`src/sv/wpam_pkg.sv`:
```
// ---------------------------------------------------------------------------
// wpam_pkg: shared types and constants for the wildcard pattern matcher
// Beat structs for both channels, the config port format and the register
// index codes.
// ---------------------------------------------------------------------------
package wpam_pkg;

  localparam int CFG_IDX_W  = 3;
  localparam int CFG_DATA_W = 64;
  localparam int PAT_WORDS  = 4;
  localparam int PAT_BYTES  = 32;
  localparam int PLEN_W     = 6;
  localparam int ADDR_W     = 64;

  typedef enum logic [CFG_IDX_W-1:0] {
    REG_PAT_WORD_0  = 3'd0,
    REG_PAT_WORD_1  = 3'd1,
    REG_PAT_WORD_2  = 3'd2,
    REG_PAT_WORD_3  = 3'd3,
    REG_CARE_MASK   = 3'd4,
    REG_PAT_LENGTH  = 3'd5,
    REG_REGION_BASE = 3'd6
  } cfg_reg_t;

  typedef struct packed {
    logic [7:0] data_byte;
    logic       last_byte;
  } in_beat_t;

  typedef struct packed {
    logic              match_found;
    logic [ADDR_W-1:0] match_address;
    logic              region_done;
  } out_beat_t;

  // Control shared by every cell of the chain.
  typedef struct packed {
    logic shift;  // a byte is taken this cycle
    logic clear;  // region ends with this byte
  } chain_ctl_t;

endpackage

```
`src/sv/wpam_cell.sv`:
```
// ---------------------------------------------------------------------------
// wpam_cell: one pattern position of the match chain
// Holds whether pattern bytes 0..i matched the bytes ending at the previous
// beat and hands that flag to the next cell.
// ---------------------------------------------------------------------------
module wpam_cell (
  input  logic                clk,
  input  logic                rst,
  input  wpam_pkg::chain_ctl_t ctl,
  input  logic [7:0]          data_byte,
  input  logic [7:0]          pat_byte,
  input  logic                care,
  input  logic                prev_hit,
  output logic                hit_next,
  output logic                hit
);
  import wpam_pkg::*;

  assign hit_next = prev_hit && (!care || (data_byte == pat_byte));

  always_ff @(posedge clk) begin
    if (rst) begin
      hit <= 1'b0;
    end else if (ctl.shift) begin
      hit <= ctl.clear ? 1'b0 : hit_next;
    end
  end

endmodule

```
`src/sv/wpam_chain.sv`:
```
// ---------------------------------------------------------------------------
// wpam_chain: row of match cells
// Cell i tracks a partial match of pattern bytes 0..i; the cell chosen by the
// pattern length reports a full match ending at the current byte.
// ---------------------------------------------------------------------------
module wpam_chain #(
  parameter int MAX_PATTERN_LEN = 32
) (
  input  logic                                clk,
  input  logic                                rst,
  input  wpam_pkg::chain_ctl_t                ctl,
  input  logic [7:0]                          data_byte,
  input  logic [MAX_PATTERN_LEN-1:0][7:0]     pat_bytes,
  input  logic [MAX_PATTERN_LEN-1:0]          care_bits,
  input  logic [$clog2(MAX_PATTERN_LEN)-1:0]  last_pos,
  output logic                                found
);
  import wpam_pkg::*;

  logic [MAX_PATTERN_LEN-1:0] hit;
  logic [MAX_PATTERN_LEN-1:0] hit_next;
  logic [MAX_PATTERN_LEN-1:0] prev_hit;

  assign prev_hit = {hit[MAX_PATTERN_LEN-2:0], 1'b1};

  for (genvar i = 0; i < MAX_PATTERN_LEN; i++) begin : g_cell
    wpam_cell u_cell (
      .clk       (clk),
      .rst       (rst),
      .ctl       (ctl),
      .data_byte (data_byte),
      .pat_byte  (pat_bytes[i]),
      .care      (care_bits[i]),
      .prev_hit  (prev_hit[i]),
      .hit_next  (hit_next[i]),
      .hit       (hit[i])
    );
  end

  assign found = hit_next[last_pos];

endmodule

```
`src/sv/wildcard_pattern_all_matches_core.sv`:
```
// ---------------------------------------------------------------------------
// wildcard_pattern_all_matches_core: masked byte pattern scanner
// Reports every start address at which a wildcard pattern matches within a
// streamed memory region, and flags the end of each region.
// ---------------------------------------------------------------------------
// Usage:
//   Input channel (in_valid / in_stall / in_data) carries one region byte per
//   beat, with last_byte set on the final byte of the region.
//   Output channel (out_valid / out_stall / out_data) carries a beat for each
//   byte that completes a match or ends a region; other bytes give no beat.
//   The user must write the config port (cfg_we / cfg_index / cfg_data) only
//   while the block is idle; the block does not enforce this. Index 7 is ignored.
// Timing:
//   One byte per cycle sustained while the input is not stalled. A result beat
//   passes stage 1, which registers the cell chain match and start offset, then
//   the output register, which holds the 64-bit base add.
// Stall:
//   A stalled output beat holds; the input stalls only when the middle stage
//   is also full and cannot move, so a finished result and a new byte can
//   coexist.
// Reset:
//   Clears the match chain, the offset and both stages; pattern registers go
//   to zero, care mask to zero, length to one.
// ---------------------------------------------------------------------------
module wildcard_pattern_all_matches_core #(
  parameter int MAX_PATTERN_LEN = 32,
  parameter int OFFSET_BITS     = 32
) (
  input  logic                                clk,
  input  logic                                rst,
  // config write port
  input  logic                                cfg_we,
  input  logic [wpam_pkg::CFG_IDX_W-1:0]      cfg_index,
  input  logic [wpam_pkg::CFG_DATA_W-1:0]     cfg_data,
  // byte stream in
  input  logic                                in_valid,
  output logic                                in_stall,
  input  wpam_pkg::in_beat_t                  in_data,
  // results out
  output logic                                out_valid,
  input  logic                                out_stall,
  output wpam_pkg::out_beat_t                 out_data
);
  import wpam_pkg::*;

  localparam int LW = $clog2(MAX_PATTERN_LEN);
  localparam logic [PLEN_W-1:0] MAX_LEN = PLEN_W'(MAX_PATTERN_LEN);

  // config registers
  logic [PAT_WORDS-1:0][63:0] pat_words;
  logic [31:0]                care_mask;
  logic [PLEN_W-1:0]          pat_length;
  logic [ADDR_W-1:0]          region_base;

  always_ff @(posedge clk) begin
    if (rst) begin
      pat_words   <= '0;
      care_mask   <= '0;
      pat_length  <= PLEN_W'(1);
      region_base <= '0;
    end else if (cfg_we) begin
      case (cfg_index)
        REG_PAT_WORD_0:  pat_words[0] <= cfg_data;
        REG_PAT_WORD_1:  pat_words[1] <= cfg_data;
        REG_PAT_WORD_2:  pat_words[2] <= cfg_data;
        REG_PAT_WORD_3:  pat_words[3] <= cfg_data;
        REG_CARE_MASK:   care_mask    <= cfg_data[31:0];
        REG_PAT_LENGTH:  pat_length   <= cfg_data[PLEN_W-1:0];
        REG_REGION_BASE: region_base  <= cfg_data;
        default: ;
      endcase
    end
  end

  // pattern bytes, byte 0 in the low bits of word 0
  logic [PAT_BYTES-1:0][7:0] pat_bytes;
  assign pat_bytes = pat_words;

  // effective length: zero acts as one, clamp at the chain length
  logic [PLEN_W-1:0] eff_len;
  logic [LW-1:0]     last_pos;  // eff_len - 1, the cell that reports a match

  always_comb begin
    if (pat_length == '0) begin
      eff_len = PLEN_W'(1);
    end else if (pat_length > MAX_LEN) begin
      eff_len = MAX_LEN;
    end else begin
      eff_len = pat_length;
    end
  end

  assign last_pos = LW'(eff_len - PLEN_W'(1));

  // handshake and pipeline control
  logic accept;
  logic s2_load;
  logic s1_valid;
  logic s1_found;
  logic s1_last;
  logic [OFFSET_BITS-1:0] s1_start;
  chain_ctl_t ctl;
  logic found;

  assign s2_load  = !out_valid || !out_stall;
  assign in_stall = s1_valid && !s2_load;
  assign accept   = in_valid && !in_stall;

  assign ctl.shift = accept;
  assign ctl.clear = in_data.last_byte;

  wpam_chain #(
    .MAX_PATTERN_LEN (MAX_PATTERN_LEN)
  ) u_chain (
    .clk       (clk),
    .rst       (rst),
    .ctl       (ctl),
    .data_byte (in_data.data_byte),
    .pat_bytes (pat_bytes[MAX_PATTERN_LEN-1:0]),
    .care_bits (care_mask[MAX_PATTERN_LEN-1:0]),
    .last_pos  (last_pos),
    .found     (found)
  );

  // offset of the current byte within the region, saturating
  logic [OFFSET_BITS-1:0] byte_offset;

  always_ff @(posedge clk) begin
    if (rst) begin
      byte_offset <= '0;
    end else if (accept) begin
      if (in_data.last_byte) begin
        byte_offset <= '0;
      end else if (byte_offset != '1) begin
        byte_offset <= byte_offset + OFFSET_BITS'(1);
      end
    end
  end

  // stage 1: match flag and start offset
  always_ff @(posedge clk) begin
    if (rst) begin
      s1_valid <= 1'b0;
    end else if (accept) begin
      s1_valid <= found || in_data.last_byte;
    end else if (s2_load) begin
      s1_valid <= 1'b0;
    end
  end

  always_ff @(posedge clk) begin
    if (accept) begin
      s1_found <= found;
      s1_last  <= in_data.last_byte;
      s1_start <= byte_offset - OFFSET_BITS'(last_pos);
    end
  end

  // stage 2: base add into the output register
  always_ff @(posedge clk) begin
    if (rst) begin
      out_valid <= 1'b0;
    end else if (s2_load) begin
      out_valid <= s1_valid;
    end
  end

  always_ff @(posedge clk) begin
    if (s2_load && s1_valid) begin
      out_data.match_found   <= s1_found;
      out_data.region_done   <= s1_last;
      out_data.match_address <= s1_found ? region_base + ADDR_W'(s1_start) : '0;
    end
  end

  // checks
  a_offset_clear: assert property (@(posedge clk) disable iff (rst)
    accept && in_data.last_byte |=> byte_offset == '0)
    else $error("offset not cleared after region end");

  a_offset_step: assert property (@(posedge clk) disable iff (rst)
    accept && !in_data.last_byte && byte_offset != '1
      |=> byte_offset == $past(byte_offset) + OFFSET_BITS'(1))
    else $error("offset did not advance");

  a_out_reason: assert property (@(posedge clk) disable iff (rst)
    out_valid |-> out_data.match_found || out_data.region_done)
    else $error("result beat with neither match nor region end");

  a_no_match_addr: assert property (@(posedge clk) disable iff (rst)
    out_valid && !out_data.match_found |-> out_data.match_address == '0)
    else $error("address set on a beat without a match");

  a_stall_cause: assert property (@(posedge clk) disable iff (rst)
    in_stall |-> s1_valid && out_valid && out_stall)
    else $error("input stalled with room in the pipeline");

endmodule

```
`config.mk`:
```
export PLATFORM = sky130hd
export DESIGN_NAME = wildcard_pattern_all_matches_core
export DESIGN_NICKNAME = d
export VERILOG_FILES = /design/src/sv/wpam_pkg.sv /design/src/sv/wpam_cell.sv /design/src/sv/wpam_chain.sv /design/src/sv/wildcard_pattern_all_matches_core.sv
export SDC_FILE = /design/constraint.sdc
export NUM_CORES = 1
export LEC_CHECK = 0
export BUFFER_PORTS_ARGS = -buffer_cell sky130_fd_sc_hd__buf_2
export CAP_MARGIN = 20
export CORE_MARGIN = 2
export CORE_UTILIZATION = 40
export DETAILED_ROUTE_END_ITERATION = 12
export PLACE_DENSITY = 0.54
export REMOVE_ABC_BUFFERS = 1
export SYNTH_ARGS = -nofsm -noshare
export SYNTH_HDL_FRONTEND = slang
export SYNTH_SLANG_ARGS = --single-unit
```
`constraint.sdc`:
```
create_clock -name clk -period 7.3 [get_ports clk]
set_clock_uncertainty 0.2 [all_clocks]
set_input_delay 0.365 -clock clk [delete_from_list [all_inputs] [get_ports clk]]
set_output_delay 0.365 -clock clk [all_outputs]
set_load 0.05 [all_outputs]
```
==> run metrics <==
post-synthesis share of cell area spent on xor and xnor gates 12.6%; vias per cell 5.35; Tmin final 5.42 ns; Hold Path Stages 1; Total GRT Usage 23.6%; Worst Tran Pin Value 1.08 ns; DRT iter0 DRCs 1,613; outcome completed; core footprint 60,600 µm²; Antenna diodes 0; Worst-path clk slew 0.06 ns; Most used DFF post-synth dfxtp_1; switching share of power 26.8%; htree depth 2; Max Slew Vio Count 0; Worst path max stage delay 0.69 ns; Final Hold Vio Count 0; crit end category register; CP Launch Type register; GRT overflow 0; fin util 47.1%; Ys Warns 0; CTS Sinks 523; first-pass GRT wire length 117 mm; first-pass iteration count of the detailed router 5; internal power 0.00499 W; drt drc 0; simple-gate share of the synthesized area 21.4%; area leader, netlist dfxtp_1; IO Count 149; R2R depth 17; Synth Area in Compound Gates 13.5%; CTS Buf Count 58; hold worst-path end s1_last; period utilization 74.3%; clock latency on the worst-skew pair 0.63 ns; drt total wl 76.4 mm; required time worst endpoint 7.47 ns; Initial Util 40.7%; final setup violation count 0; vias in the first global route 20,100; CTS tree built; Post-Synth Adder-Cell Area 2.14%; Die ar. 63,600 µm²; Final ANT Viol Nets 0; Worst R2R End s1_start[31]; Static Leakage 9.65 nW; # port buffers 148; Crit path arrival time 5.59 ns; min-delay src in_data[0]; FFs w/ async S/R, synth 0%; number of core rows 90; max-capacitance violation count 0; VDD IR max 0.218 mV; GPL Wtd Cong 0.869; CTS Root Cell clkbuf_16; hpwl dp 49.2 mm; fraction of synthesized area in multiplexers 0.462%; R2R setup slack 1.88 ns; wire per inst 19.5 µm; synth unique cells 74; critical path's top delay family simple AND/OR/NAND/NOR gates; sw power 0.00182 W; largest family of logic cells by synthesized area simple AND/OR/NAND/NOR gates; worst min-delay path class input pin to register; crit-path max FO 27; worst path buffer plus inverter count 2; Synth Instances 2,960; die height 252 µm; Post-synth EDFFs 100; worst flop-to-flop path startpoint pat_length[2]; setup bufs post-CTS 0; RSZ-0062 raised after global routing no; Yosys reg bits 523; Flop pwr share 45.7%; Slew HR 27.6%; CP max stage cell clkinv_1; leading post-synthesis cells by cell area dfxtp_1, nand2_1, edfxtp_1; Syn Area/Cell 8.33 µm²; Final nets 3,204; Pwr Density 239 nW/µm²; Fmax 184 MHz; Logic pwr share 11.7%; vias 20,900; share of the synthesized area in the top cell type 34.4%; Filler Cells Inserted 5,954; maximum clock insertion buffer count 3; layout cells sized above 1 9.87%; largest net degree at the start of global routing 214; Clk pwr share 42.7%; Crit Path Category register to register; post-synthesis instance area 24,600 µm²; Setup TNS 0 ns; initial antenna violation count 0; die width 252 µm; Layout area overhead 15.8%; critical path, cell by cell nor2_1 > a21oi_1 > nor2_1 > clkinv_1 > ha_1 > nand3_1 > o21ai_0 > a21oi_1 > inv_1 > ha_1 > or4_4 > or3_4 > nor3_4 > nand4_1 > or4_4 > nor3_2 > xor2_1; Seq/Total Area, Yosys 46.5%
## cell type report
cell class / instances / area [µm²] / share of cell area, %
Tap cell: 782 / 978 / 3.43
Timing Repair Buffer: 248 / 1700 / 5.96
Multi-Input combinational cell: 2232 / 12400 / 43.5
Sequential cell: 523 / 11500 / 40.2
Inverter: 19 / 71.3 / 0.250
Clock inverter: 22 / 198 / 0.693
Clock buffer: 87 / 1690 / 5.93
## power by group through the flow
stage	Sequential [W]	Clock, W	Combinational, W
floorplan	0.00326	0	0.000366
finish	0.00311	0.00291	0.000795
CTS	0.00311	0.00297	0.000795
global route	0.00312	0.00307	0.000863
detailed placement	0.00317	0	0.000764
global placement	0.00317	0	0.000757
## cells by family (layout without fill, tap and decap cells)
logic type                 count (synthesis)  after routing
AOI/OAI and AO/OA                        591            591
xor gates and xnor gates                 355            355
and+or+nand+nor                         1234           1234
muxes                                     11             11
DFF                                      523            523
buffers and inverters                    205            376
adders and majority gates                 41             41
## how the worst max path moves through the flow
| stage | from | to | slack, ns | depth (start not counted) |
|---|---|---|---|---|
| 2_1_floorplan | out_valid | out_data[0] | 1.19 | 1 |
| 3_3_place_gp | pat_length[2] | s1_start[31] | 2.02 | 17 |
| 3_5_place_dp | pat_length[2] | s1_start[31] | 1.92 | 17 |
| 4_1_cts | pat_length[2] | s1_start[31] | 1.91 | 17 |
| 5_1_grt | pat_length[2] | s1_start[31] | 1.50 | 17 |
| 6_report | pat_length[2] | s1_start[31] | 1.88 | 17 |
## routing by layer
layer,up-vias,part of all wire [%],GRT usage [%]
li1,10200,-,-
met1,10000,45,31.6
met2,565,47,39.4
met3,113,5.1,2.92
met4,0,2.8,8.06
met5,-,0,0
## through the flow
stage	total power (W)	setup slack [ns]	instances	hold WS [ns]	cell area (µm²)
final	0.00681	1.88	3913	0.100	28500
after global routing	0.00705	1.50	3913	0.100	28500
after global placement	0.00393	2.02	3736	0.203	25900
after floorplan	0.00362	1.19	2774	0.200	23900
after detailed placement	0.00394	1.92	3736	0.205	25900
after CTS	0.00687	1.91	3912	0.0730	28500
## cell usage after synthesis, types with 13 or more instances
cell type  instances
and3_1            18
nand2_1          805
a21o_1            17
dfxtp_1          423
edfxtp_1         100
and2_1            13
xor2_1            58
inv_1             17
a21oi_1          421
nor2b_1           16
a211oi_1          21
nand4_1           70
clkbuf_1         146
xnor2_1          297
buf_1             22
nor3_1            35
ha_1              39
o21ai_0           58
nand3_1           53
nor2_1           161
## repair_timing
action                                 CTS  global route
resized for setup                        0             0
hold buffers                            67             0
setup endpoints to repair                0             0
endpoints found under the hold margin  362             0
## flip-flops by register name, indices dropped and copies added, names as in the netlist
| signal | flops |
|---|---|
| s1_start | 32 |
| region_base | 64 |
| care_mask | 32 |
| u_chain.g_cell.u_cell.hit | 31 |
| pat_length | 6 |
| pat_bytes | 256 |
| out_data | 66 |
| s1_last | 1 |
| s1_valid | 1 |
| s1_found | 1 |
| out_valid | 1 |
| byte_offset | 32 |
## worst register-to-register path, cell delays in order (launching register included)
cell and delay [ns]:
dfxtp_1 0.33, nor2_1 0.19, a21oi_1 0.09, nor2_1 0.29
clkinv_1 0.69, ha_1 0.52, nand3_1 0.09, o21ai_0 0.09
a21oi_1 0.25, inv_1 0.14, ha_1 0.24, or4_4 0.44
or3_4 0.37, nor3_4 0.25, nand4_1 0.20, or4_4 0.51
nor3_2 0.19, xor2_1 0.08
## cell usage in the layout, fill, tap and decap left out, types with 7 or more instances in the layout
| cell type | count |
|---|---|
| xor2_1 | 58 |
| mux2i_1 | 8 |
| a21oi_1 | 421 |
| nand3_1 | 51 |
| o31ai_1 | 8 |
| a211oi_1 | 20 |
| nor2b_1 | 16 |
| nor2_1 | 159 |
| dfxtp_1 | 423 |
| inv_1 | 17 |
| buf_2 | 147 |
| nor3_1 | 33 |
| ha_1 | 39 |
| a21o_1 | 17 |
| clkbuf_8 | 11 |
| nand2_1 | 801 |
| o21ai_0 | 58 |
| o211ai_1 | 9 |
| nor4_1 | 8 |
| or3_1 | 9 |
| dlygate4sd3_1 | 67 |
| clkbuf_16 | 59 |
| clkbuf_1 | 17 |
| and4_1 | 7 |
| nand4_1 | 70 |
| and2_1 | 12 |
| xnor2_1 | 297 |
| and3_1 | 17 |
| edfxtp_1 | 100 |
| nand2b_1 | 11 |
| buf_4 | 31 |
| clkinv_2 | 10 |
(Power assumes the default switching activity.)
